[src/rtl/psg_pkg.sv]
// ----------------------------------------------------------------------------
// psg_pkg
// Shared types, constants and the volume table of the tone/noise/envelope
// sound generator.
// ----------------------------------------------------------------------------
package psg_pkg;

  // Number of tone voices mixed into one sample.
  localparam int VOICES = 3;

  // Largest single-voice level, and the clamp on the mixed sample.
  localparam int SAMPLE_MAX = 21760;
  localparam int SAMPLE_W   = 15;

  // Width of the raw sum of all voice levels.
  localparam int SUM_W = $clog2(SAMPLE_MAX * VOICES + 1);

  // Divide-by-VOICES through a reciprocal: floor(sum * M / 2^K) is the
  // quotient or one short of it; one compare fixes the short case.
  localparam int DIV_K  = SUM_W;
  localparam int DIV_MW = DIV_K + 1;
  localparam logic [DIV_MW-1:0] DIV_M = DIV_MW'((2 ** DIV_K) / VOICES);
  localparam int PROD_W = SUM_W + DIV_MW;

  // Register numbers with a fixed role.
  localparam logic [3:0] REG_NOISE_PERIOD = 4'd6;
  localparam logic [3:0] REG_MIXER        = 4'd7;
  localparam logic [3:0] REG_ENV_LOW      = 4'd11;
  localparam logic [3:0] REG_ENV_HIGH     = 4'd12;
  localparam logic [3:0] REG_ENV_SHAPE    = 4'd13;

  typedef enum logic [1:0] {
    OP_SELECT = 2'd0,
    OP_WRITE  = 2'd1,
    OP_READ   = 2'd2,
    OP_TICK   = 2'd3
  } op_t;

  typedef struct packed {
    logic cont;
    logic att;
    logic alt;
    logic hold;
  } env_flags_t;

  // Logarithmic volume table.
  function automatic logic [SAMPLE_W-1:0] level_of(input logic [3:0] vol);
    logic [SAMPLE_W-1:0] lv;
    unique case (vol)
      4'd0:  lv = 15'd0;
      4'd1:  lv = 15'd170;
      4'd2:  lv = 15'd240;
      4'd3:  lv = 15'd340;
      4'd4:  lv = 15'd480;
      4'd5:  lv = 15'd680;
      4'd6:  lv = 15'd960;
      4'd7:  lv = 15'd1360;
      4'd8:  lv = 15'd1920;
      4'd9:  lv = 15'd2720;
      4'd10: lv = 15'd3840;
      4'd11: lv = 15'd5440;
      4'd12: lv = 15'd7680;
      4'd13: lv = 15'd10880;
      4'd14: lv = 15'd15360;
      default: lv = 15'd21760;
    endcase
    return lv;
  endfunction

endpackage

[src/rtl/psg_tone_noise_envelope.sv]
// ----------------------------------------------------------------------------
// psg_tone_noise_envelope
// Three-voice sound generator: register file, tone/noise/envelope counters,
// xorshift noise and a logarithmic mixer, one word in and one word out.
// ----------------------------------------------------------------------------
//
//   channel   handshake                    payload
//   item      item_valid / item_ready      operation, data_value
//   result    result_valid / result_ready  read_data, sample_value, sample_valid
//
// Every input word yields exactly one result word. One word is accepted per
// cycle while the result slot is free or emptying. Each word goes through the
// input register, the state-update stage and the reciprocal divide stage.
// Reset (rst, synchronous) clears the register file and all generator state.
// When the result register holds a word that is not taken, the whole pipe
// holds and item_ready drops; it rises again in the cycle the word is taken.
//
module psg_tone_noise_envelope
  import psg_pkg::*;
(
  input  logic                clk,
  input  logic                rst,
  input  logic                item_valid,
  output logic                item_ready,
  input  logic [1:0]          operation,
  input  logic [7:0]          data_value,
  output logic                result_valid,
  input  logic                result_ready,
  output logic [7:0]          read_data,
  output logic [SAMPLE_W-1:0] sample_value,
  output logic                sample_valid
);

  // Pipe advance: everything moves when the result slot is free or emptying.
  logic adv;
  assign adv        = !result_valid || result_ready;
  assign item_ready = adv;

  // Input register.
  logic       in_valid;
  op_t        in_op;
  logic [7:0] in_data;

  // State-update stage outputs.
  logic             mid_valid;
  logic             mid_tick;
  logic [7:0]       mid_read;
  logic [SUM_W-1:0] mid_sum;

  // Generator state.
  logic [7:0]  regs [16];
  logic [3:0]  sel;
  logic [14:0] tone_counter [VOICES];
  logic [VOICES-1:0] tone_phase;
  logic [7:0]  noise_counter;
  logic [31:0] noise_shift;
  logic        noise_bit;
  logic [18:0] envelope_counter;
  logic [3:0]  envelope_level;
  env_flags_t  env_flags;

  // Next values of a sample tick.
  logic [14:0] tone_counter_next [VOICES];
  logic [VOICES-1:0] tone_phase_next;
  logic [7:0]  noise_counter_next;
  logic [31:0] noise_shift_next;
  logic        noise_bit_next;
  logic [18:0] envelope_counter_next;
  logic [3:0]  envelope_level_next;
  env_flags_t  env_flags_next;
  logic [SUM_W-1:0] sum_next;

  always_comb begin
    logic [4:0]  np;
    logic [7:0]  ncnt;
    logic [31:0] s;
    logic [15:0] ep;
    logic [18:0] ecnt;
    logic        at_end;
    logic [11:0] tp;
    logic [14:0] tcnt;
    logic [15:0] r7;
    logic [7:0]  vr;
    logic        gate;
    logic [3:0]  vol;

    // Noise: a zero period acts as one.
    np = regs[REG_NOISE_PERIOD][4:0];
    if (np == 5'd0) np = 5'd1;
    ncnt = noise_counter + 8'd1;
    s = noise_shift;
    noise_bit_next = noise_bit;
    if (ncnt >= {np, 3'b000}) begin
      ncnt = 8'd0;
      s = s ^ (s >> 7);
      s = s ^ (s << 9);
      s = s ^ (s >> 13);
      noise_bit_next = s[0];
    end
    noise_counter_next = ncnt;
    noise_shift_next   = s;

    // Envelope: step the level, and at the end value apply hold / alternate.
    ep = {regs[REG_ENV_HIGH], regs[REG_ENV_LOW]};
    if (ep == 16'd0) ep = 16'd1;
    ecnt = envelope_counter + 19'd1;
    at_end = 1'b0;
    envelope_level_next = envelope_level;
    env_flags_next      = env_flags;
    if (ecnt >= {ep, 3'b000}) begin
      ecnt = 19'd0;
      if (!env_flags.hold) begin
        at_end = env_flags.att ? (envelope_level == 4'd15) : (envelope_level == 4'd0);
        if (!at_end) begin
          envelope_level_next = env_flags.att ? envelope_level + 4'd1
                                              : envelope_level - 4'd1;
        end else begin
          if (!env_flags.cont) env_flags_next.hold = 1'b1;
          if (env_flags.alt)   env_flags_next.att  = !env_flags.att;
        end
      end
    end
    envelope_counter_next = ecnt;

    // Tone voices and mixer; disable bits past bit 7 read as enabled.
    r7 = {8'd0, regs[REG_MIXER]};
    sum_next = '0;
    for (int c = 0; c < VOICES; c++) begin
      tp = {regs[4'(2 * c + 1)][3:0], regs[4'(2 * c)]};
      if (tp == 12'd0) tp = 12'd1;
      tcnt = tone_counter[c] + 15'd1;
      tone_phase_next[c] = tone_phase[c];
      if (tcnt >= {tp, 3'b000}) begin
        tcnt = 15'd0;
        tone_phase_next[c] = !tone_phase[c];
      end
      tone_counter_next[c] = tcnt;
      vr   = regs[4'(8 + c)];
      gate = (r7[c] || tone_phase_next[c]) && (r7[c + 3] || noise_bit_next);
      vol  = vr[4] ? envelope_level_next : vr[3:0];
      if (gate) sum_next = sum_next + SUM_W'(level_of(vol));
    end
  end

  // Control, state and valid bits.
  always_ff @(posedge clk) begin
    if (rst) begin
      in_valid         <= 1'b0;
      mid_valid        <= 1'b0;
      result_valid     <= 1'b0;
      for (int i = 0; i < 16; i++) regs[i] <= 8'd0;
      sel              <= 4'd0;
      for (int c = 0; c < VOICES; c++) tone_counter[c] <= 15'd0;
      tone_phase       <= '0;
      noise_counter    <= 8'd0;
      noise_shift      <= 32'd1;
      noise_bit        <= 1'b0;
      envelope_counter <= 19'd0;
      envelope_level   <= 4'd0;
      env_flags        <= '0;
    end else if (adv) begin
      in_valid     <= item_valid;
      mid_valid    <= in_valid;
      result_valid <= mid_valid;
      if (in_valid) begin
        unique case (in_op)
          OP_SELECT: begin
            sel <= in_data[3:0];
          end
          OP_WRITE: begin
            regs[sel] <= in_data;
            // Shape write restarts the envelope.
            if (sel == REG_ENV_SHAPE) begin
              envelope_counter <= 19'd0;
              env_flags        <= env_flags_t'(in_data[3:0]);
              envelope_level   <= in_data[2] ? 4'd0 : 4'd15;
            end
          end
          OP_READ: begin
          end
          OP_TICK: begin
            tone_counter     <= tone_counter_next;
            tone_phase       <= tone_phase_next;
            noise_counter    <= noise_counter_next;
            noise_shift      <= noise_shift_next;
            noise_bit        <= noise_bit_next;
            envelope_counter <= envelope_counter_next;
            envelope_level   <= envelope_level_next;
            env_flags        <= env_flags_next;
          end
          default: begin
          end
        endcase
      end
    end
  end

  // Divide the raw sum by VOICES.
  logic [PROD_W-1:0] prod;
  logic [SUM_W-1:0]  quo, rem, quo_fix;

  always_comb begin
    prod    = PROD_W'(mid_sum) * PROD_W'(DIV_M);
    quo     = SUM_W'(prod >> DIV_K);
    rem     = mid_sum - SUM_W'(quo * SUM_W'(VOICES));
    quo_fix = (rem >= SUM_W'(VOICES)) ? quo + SUM_W'(1) : quo;
  end

  // Payload registers.
  always_ff @(posedge clk) begin
    if (adv) begin
      in_op    <= op_t'(operation);
      in_data  <= data_value;
      mid_tick <= (in_op == OP_TICK);
      mid_read <= (in_op == OP_READ) ? regs[sel] : 8'd0;
      mid_sum  <= (in_op == OP_TICK) ? sum_next : '0;
      read_data    <= mid_read;
      sample_valid <= mid_tick;
      sample_value <= (quo_fix > SUM_W'(SAMPLE_MAX)) ? SAMPLE_W'(SAMPLE_MAX)
                                                     : SAMPLE_W'(quo_fix);
    end
  end

endmodule
[config.mk]
export PLATFORM = sky130hd
export DESIGN_NAME = psg_tone_noise_envelope
export DESIGN_NICKNAME = d
export VERILOG_FILES = /design/src/rtl/psg_pkg.sv /design/src/rtl/psg_tone_noise_envelope.sv
export SDC_FILE = /design/constraint.sdc
export NUM_CORES = 1
export LEC_CHECK = 0
export ABC_AREA = 1
export ABC_CLOCK_PERIOD_IN_PS = 11000
export BUFFER_PORTS_ARGS = -buffer_cell sky130_fd_sc_hd__buf_4
export CAP_MARGIN = 15
export CELL_PAD_IN_SITES_DETAIL_PLACEMENT = 1
export CELL_PAD_IN_SITES_GLOBAL_PLACEMENT = 1
export CORE_ASPECT_RATIO = 1.1
export CORE_MARGIN = 2
export CORE_UTILIZATION = 29
export CTS_CLUSTER_DIAMETER = 30
export DETAILED_ROUTE_END_ITERATION = 10
export PLACE_DENSITY = 0.57
export SLEW_MARGIN = 40
export SYNTH_ARGS = -nofsm -noshare
export SYNTH_HDL_FRONTEND = slang
export SYNTH_SLANG_ARGS = --single-unit
[constraint.sdc]
create_clock -name clk -period 11 [get_ports clk]
set_clock_uncertainty 0.1 [all_clocks]
set_input_delay 3.3 -clock clk [delete_from_list [all_inputs] [get_ports clk]]
set_output_delay 3.3 -clock clk [all_outputs]
set_load 0.005 [all_outputs]
==> impl_metrics.py, run 1 <==
metrics = {
    "outcome": {
        "status": "finished, final reports clean",
    },
    "layout": {
        "fin_area_um2": 28300,
        "fillers": 9828,
        "fin_nets": 3386,
        "antenna_cells": 0,
        "area_growth_pct": 18.0,
        "final_common_cell": "nand2_1",
        "layout_common_cells": "nand2_1, inv_1, nor2_1",
        "multiInputGateArea_um2": 13900,
        "layout.cells.non_filler": 4184,
        "drive_gt1_share_pct": 8.69,
        "regArea_um2": 8050,
    },
    "grt": {
        "grt-ovfl-total": 0,
        "grt_max_degree": 77,
        "antenna_found_initial": 1,
        "grt_usage_pct": 18.3,
        "grt_pass1_vias": 22400,
        "grt_pass1_wl_mm": 123,
    },
    "cts": {
        "worstSkewPairLatency_ns": 0.63,
        "hold_buffers": 0,
        "cts_tree": "built",
        "h-tree-depth": 3,
        "cts_setup_buffers": 0,
        "clk_pin_slew_ns": 0.04,
        "ctsResizeCount": 0,
        "clock-root-buffer": "clkbuf_16",
        "numCtsBuffers": 84,
        "clock-sinks": 309,
        "clk_path_buf_depth": 3,
    },
    "place": {
        "place_congestion": 0.874,
        "hpwlAfterDp_mm": 60.3,
        "dp_slack_ns": 1.05,
        "io_buffers": 39,
        "placed_cell_area_um2": 25400,
        "dp.cells": 4028,
    },
    "timing": {
        "hold_violations": 0,
        "fin_crit_sh_pct": 90.3,
        "setup_ws_ns": 1.07,
        "min_period_ns": 9.93,
        "fmax_ghz": 0.101,
        "rsz0062_at_grt": "no",
        "drv_slew": 0,
        "timing.slew.headroom_pct": 46.1,
        "tightestPinTransition_ns": 0.808,
        "finalSetupTns_ns": 0,
        "setup_viol": 0,
    },
    "worst_setup_path": {
        "critPathRequiredTime_ns": 11.25,
        "crit_family": "adder cells",
        "cpMaxStageDelayCell": "fa_1",
        "end_kind": "flip-flop",
        "crit_type": "flip-flop to flip-flop",
        "arrival_ns": 10.18,
        "crit_buf_inv": 5,
        "max_stage_delay_ns": 0.54,
        "crit_top_cell": "nand2_1",
        "cp-start-kind": "flip-flop",
        "cp_max_fo": 17,
    },
    "synthesis": {
        "synthFlopType": "edfxtp_1",
        "yosysTopAreaCell": "edfxtp_1",
        "syn-num-nets": 3326,
        "synth_compound_area_share_pct": 12.2,
        "synthArstFlopShare_pct": 0,
        "syn_inst": 2990,
        "synth_top_family_by_area": "simple AND/OR/NAND/NOR gates",
        "synthTopCellsByArea": "edfxtp_1, ha_1, dfxtp_1, nand2_1, inv_1",
        "yosys_warnings": 0,
        "synth_area_per_cell_um2": 8.02,
        "ys_types": 61,
        "synth_edf_count": 186,
        "synth_xor_area_share_pct": 6.07,
        "synth_seq_cells": 309,
        "synthAdderAreaFrac_pct": 19.1,
        "synthMuxAreaShare_pct": 0.0470,
        "synth_top_area_share_pct": 23.3,
        "synth_area_um2": 24000,
        "seq_area_frac_synth_pct": 33.6,
        "synth-simple-area-share_pct": 20.7,
    },
    "route": {
        "via_per_inst": 4.90,
        "drc_errors": 0,
        "wire_per_inst_um": 18.4,
        "drt_iter0_markers": 873,
        "ant_nets": 0,
        "vias": 20500,
        "wl_mm": 76.8,
        "first_pass_iters": 5,
    },
    "power_and_ir_drop": {
        "p_leak_nw": 13.1,
        "power_mw": 5.38,
        "p_per_area_nw_per_um2": 190,
        "ir_drop_mv": 0.114,
    },
    "floorplanning": {
        "dieArea_um2": 85000,
        "num_rows": 110,
        "core_um2": 81900,
        "die_x_um": 278,
        "start_util_pct": 29.3,
        "die-height_um": 306,
        "ios": 40,
    },
    "min_path": {
        "worstHoldPathType": "flip-flop to flip-flop",
    },
    "run": {
        "maxCapViolations": 0,
    },
}
[metal layers]
layer	up-vias	wire length, um	share of wire [%]	global-route usage [%]
met5	-	13	0.017	0
met2	294	39800	52	34.1
met1	9951	31600	41	20.5
met4	2	2940	3.8	7.54
met3	146	2360	3.1	2.75
li1	10100	-	-	-
[cell type report]
type / instances / share of cell area, %
Timing Repair Buffer: 53 / 1.52
Sequential cell: 309 / 28.5
Clock buffer: 101 / 7.98
Tap cell: 1064 / 4.71
Clock inverter: 55 / 2.10
Inverter: 445 / 5.91
Multi-Input combinational cell: 2157 / 49.3
[synthesized netlist by cell type, drive strengths merged, types with 21 or more instances]
cell type / instances
o22ai: 21
ha: 249
clkbuf: 70
nand3: 165
nand2: 568
xnor2: 80
a21oi: 199
nor2: 321
xor2: 84
dfxtp: 123
edfxtp: 186
nand4: 49
fa: 73
a22oi: 34
inv: 442
nor3: 21
o21ai: 167
[power breakdown]
group / internal [mW] / total [mW] / switching (mW)
logic: 0.546 / 1.65 / 1.10
clock network: 1.63 / 2.41 / 0.786
registers: 1.29 / 1.32 / 0.0308
total: 3.46 / 5.38 / 1.92
[through the flow]
step	util (%)	hold WS, ns
6_report	34.5	0.317
4_1_cts	34.5	0.321
2_1_floorplan	-	0.300
3_5_place_dp	31.0	0.307
3_3_place_gp	31.0	0.304
5_1_grt	34.5	0.336
[sequential cells by signal (all words and copies together) (netlist names), 8 cells and up]
| register | count |
|---|---|
| mid_sum | 15 |
| noise_shift | 32 |
| envelope_counter | 19 |
| noise_counter | 8 |
| regs | 128 |
| sample_value | 15 |
| in_data | 8 |
| read_data | 8 |
| mid_read | 8 |
| tone_counter | 45 |
[kinds of logic (layout without fill, tap and decap cells)]
| kind of cell | count (synthesis) | in the layout |
|---|---|---|
| AOI/OAI and AO/OA | 505 | 505 |
| xor gates and xnor gates | 164 | 164 |
| buffers and inverters | 524 | 654 |
| muxes | 1 | 1 |
| and+or+nand+nor | 1165 | 1165 |
| adders and majority gates | 322 | 322 |
| DFF | 309 | 309 |
[final timing paths]
| path | startpoint | end | slack [ns] | cells past startpoint |
|---|---|---|---|---|
| worst max register to register | mid_sum[2] | sample_value[12] | 1.07 | 41 |
| worst min register to register | mid_tick | sample_valid | 0.32 | 0 |
| worst max-delay path | mid_sum[2] | sample_value[12] | 1.07 | 41 |
| worst min-delay path | mid_tick | sample_valid | 0.32 | 0 |
(Power assumes the default switching activity.)
==> inputs of run 2 (changes only) <==
--- a/config.mk
+++ b/config.mk
@@ -13,10 +13,10 @@
 export CELL_PAD_IN_SITES_GLOBAL_PLACEMENT = 1
 export CORE_ASPECT_RATIO = 1.1
 export CORE_MARGIN = 2
-export CORE_UTILIZATION = 29
+export CORE_UTILIZATION = 35
 export CTS_CLUSTER_DIAMETER = 30
 export DETAILED_ROUTE_END_ITERATION = 10
-export PLACE_DENSITY = 0.57
+export PLACE_DENSITY = 0.65
 export SLEW_MARGIN = 40
 export SYNTH_ARGS = -nofsm -noshare
 export SYNTH_HDL_FRONTEND = slang
==> run 2 against run 1 <==
  * Global-route usage rose by 3.0 points
  * Design area fell by 0.72%
  * Sequential share of layout area rose by 0.20 points
  * Largest cell class unchanged
  * Largest power group unchanged
==> impl_metrics.py, run 2 (synthesis gave the netlist of run 1 again) <==
metrics = {
    "route": {
        "drt_iter0_markers": 928,
        "via_per_inst": 5.12,
        "wire_per_inst_um": 18.2,
        "wl_mm": 73.1,
        "drc_errors": 0,
        "ant_nets": 0,
        "vias": 20600,
        "first_pass_iters": 5,
    },
    "layout": {
        "regArea_um2": 8050,
        "fillers": 8082,
        "fin_area_um2": 28100,
        "largest_register_ffs": 128,
        "drive_gt1_share_pct": 7.98,
        "fin_nets": 3379,
        "multiInputGateArea_um2": 13900,
        "layout_common_cells": "nand2_1, inv_1, nor2_1",
        "layout.cells.non_filler": 4027,
        "top_regs": "regs x128, tone_counter x45, noise_shift x32",
        "antenna_cells": 0,
        "final_core_utilization_pct": 41.5,
        "top_register": "regs",
        "final_common_cell": "nand2_1",
        "area_growth_pct": 17.2,
    },
    "floorplanning": {
        "die-height_um": 278,
        "start_util_pct": 35.4,
        "dieArea_um2": 70600,
        "die_x_um": 253,
        "core_um2": 67700,
        "ios": 40,
        "num_rows": 100,
    },
    "cts": {
        "clk_path_buf_depth": 3,
        "hold_buffers": 0,
        "worstSkewPairLatency_ns": 0.61,
        "clock-root-buffer": "clkbuf_16",
        "ctsResizeCount": 0,
        "clock-sinks": 309,
        "clk_pin_slew_ns": 0.04,
        "cts_setup_buffers": 0,
        "h-tree-depth": 3,
        "numCtsBuffers": 79,
        "cts_tree": "built",
    },
    "grt": {
        "grt_pass1_wl_mm": 119,
        "antenna_found_initial": 1,
        "grt_pass1_vias": 22200,
        "grt_usage_pct": 21.2,
        "grt_max_degree": 77,
        "grt-ovfl-total": 0,
    },
    "worst_setup_path": {
        "end_kind": "flip-flop",
        "cp_max_fo": 17,
        "crit_top_cell": "nand2_1",
        "crit_type": "flip-flop to flip-flop",
        "cpMaxStageDelayCell": "fa_1",
        "crit_family": "adder cells",
        "arrival_ns": 10.25,
        "cp.depth": 42,
        "cp-start-kind": "flip-flop",
        "max_stage_delay_ns": 0.54,
        "crit_buf_inv": 5,
        "r2r_cells": 42,
        "critPathRequiredTime_ns": 11.24,
    },
    "place": {
        "place_congestion": 0.866,
        "placed_cell_area_um2": 25200,
        "io_buffers": 39,
        "hpwlAfterDp_mm": 56.4,
        "dp.cells": 3880,
    },
    "run": {
        "maxCapViolations": 0,
    },
    "min_path": {
        "worstHoldPathType": "flip-flop to flip-flop",
        "holdPathStages": 0,
    },
    "power_and_ir_drop": {
        "ir_drop_mv": 0.161,
        "p_leak_nw": 13.1,
        "p_per_area_nw_per_um2": 194,
    },
    "timing": {
        "tightestPinTransition_ns": 0.897,
        "fin_hold_ws_ns": 0.309,
        "fmax_ghz": 0.100,
        "fin_crit_sh_pct": 91.0,
        "rsz0062_at_grt": "no",
        "drv_slew": 0,
        "finalSetupTns_ns": 0,
        "min_period_ns": 10.00,
        "timing.slew.headroom_pct": 40.2,
        "setup_viol": 0,
        "hold_violations": 0,
    },
    "outcome": {
        "status": "finished, final reports clean",
    },
}
## run 2: report_power, final
part	internal, mW	leakage (nW)	switching, mW
Sequential	1.29	2.98	0.0308
Clock	1.74	1.37	0.751
Combinational	0.543	8.71	1.11
Total	3.57	13.1	1.89
## run 2: final timing paths
| kind | start | end | slack, ns |
|---|---|---|---|
| hold reg to reg | mid_read[3] | read_data[3] | 0.31 |
| setup / recovery | mid_sum[2] | sample_value[8] | 1.0 |
| setup reg to reg | mid_sum[2] | sample_value[8] | 1.0 |
| hold / removal | mid_read[3] | read_data[3] | 0.31 |
## run 2: area by class of cell
cell class,count,share of cell area [%]
clock buffer,93,7.45
clock inverter,54,2.78
inverter,445,5.95
multi-input combinational,2157,49.6
sequential,309,28.7
tap,918,4.09
timing repair buffer,51,1.43
## run 2: per-stage QoR
step	worst slack, ns	power (mW)
final	0.995	5.46
after floorplan	2.65	2.53
after global routing	0.0595	5.80
after CTS	1.00	5.52
after detailed placement	1.08	3.00
after global placement	1.43	2.96
## run 2: metal layers
metal	vias up	track usage, %	part of all wire (%)	wire length [um]
li1	10100	-	-	-
met1	10100	24.5	41	30200
met2	321	39.1	52	37700
met3	136	3.12	3.5	2570
met4	2	8.25	3.6	2600
met5	-	0	0.018	13
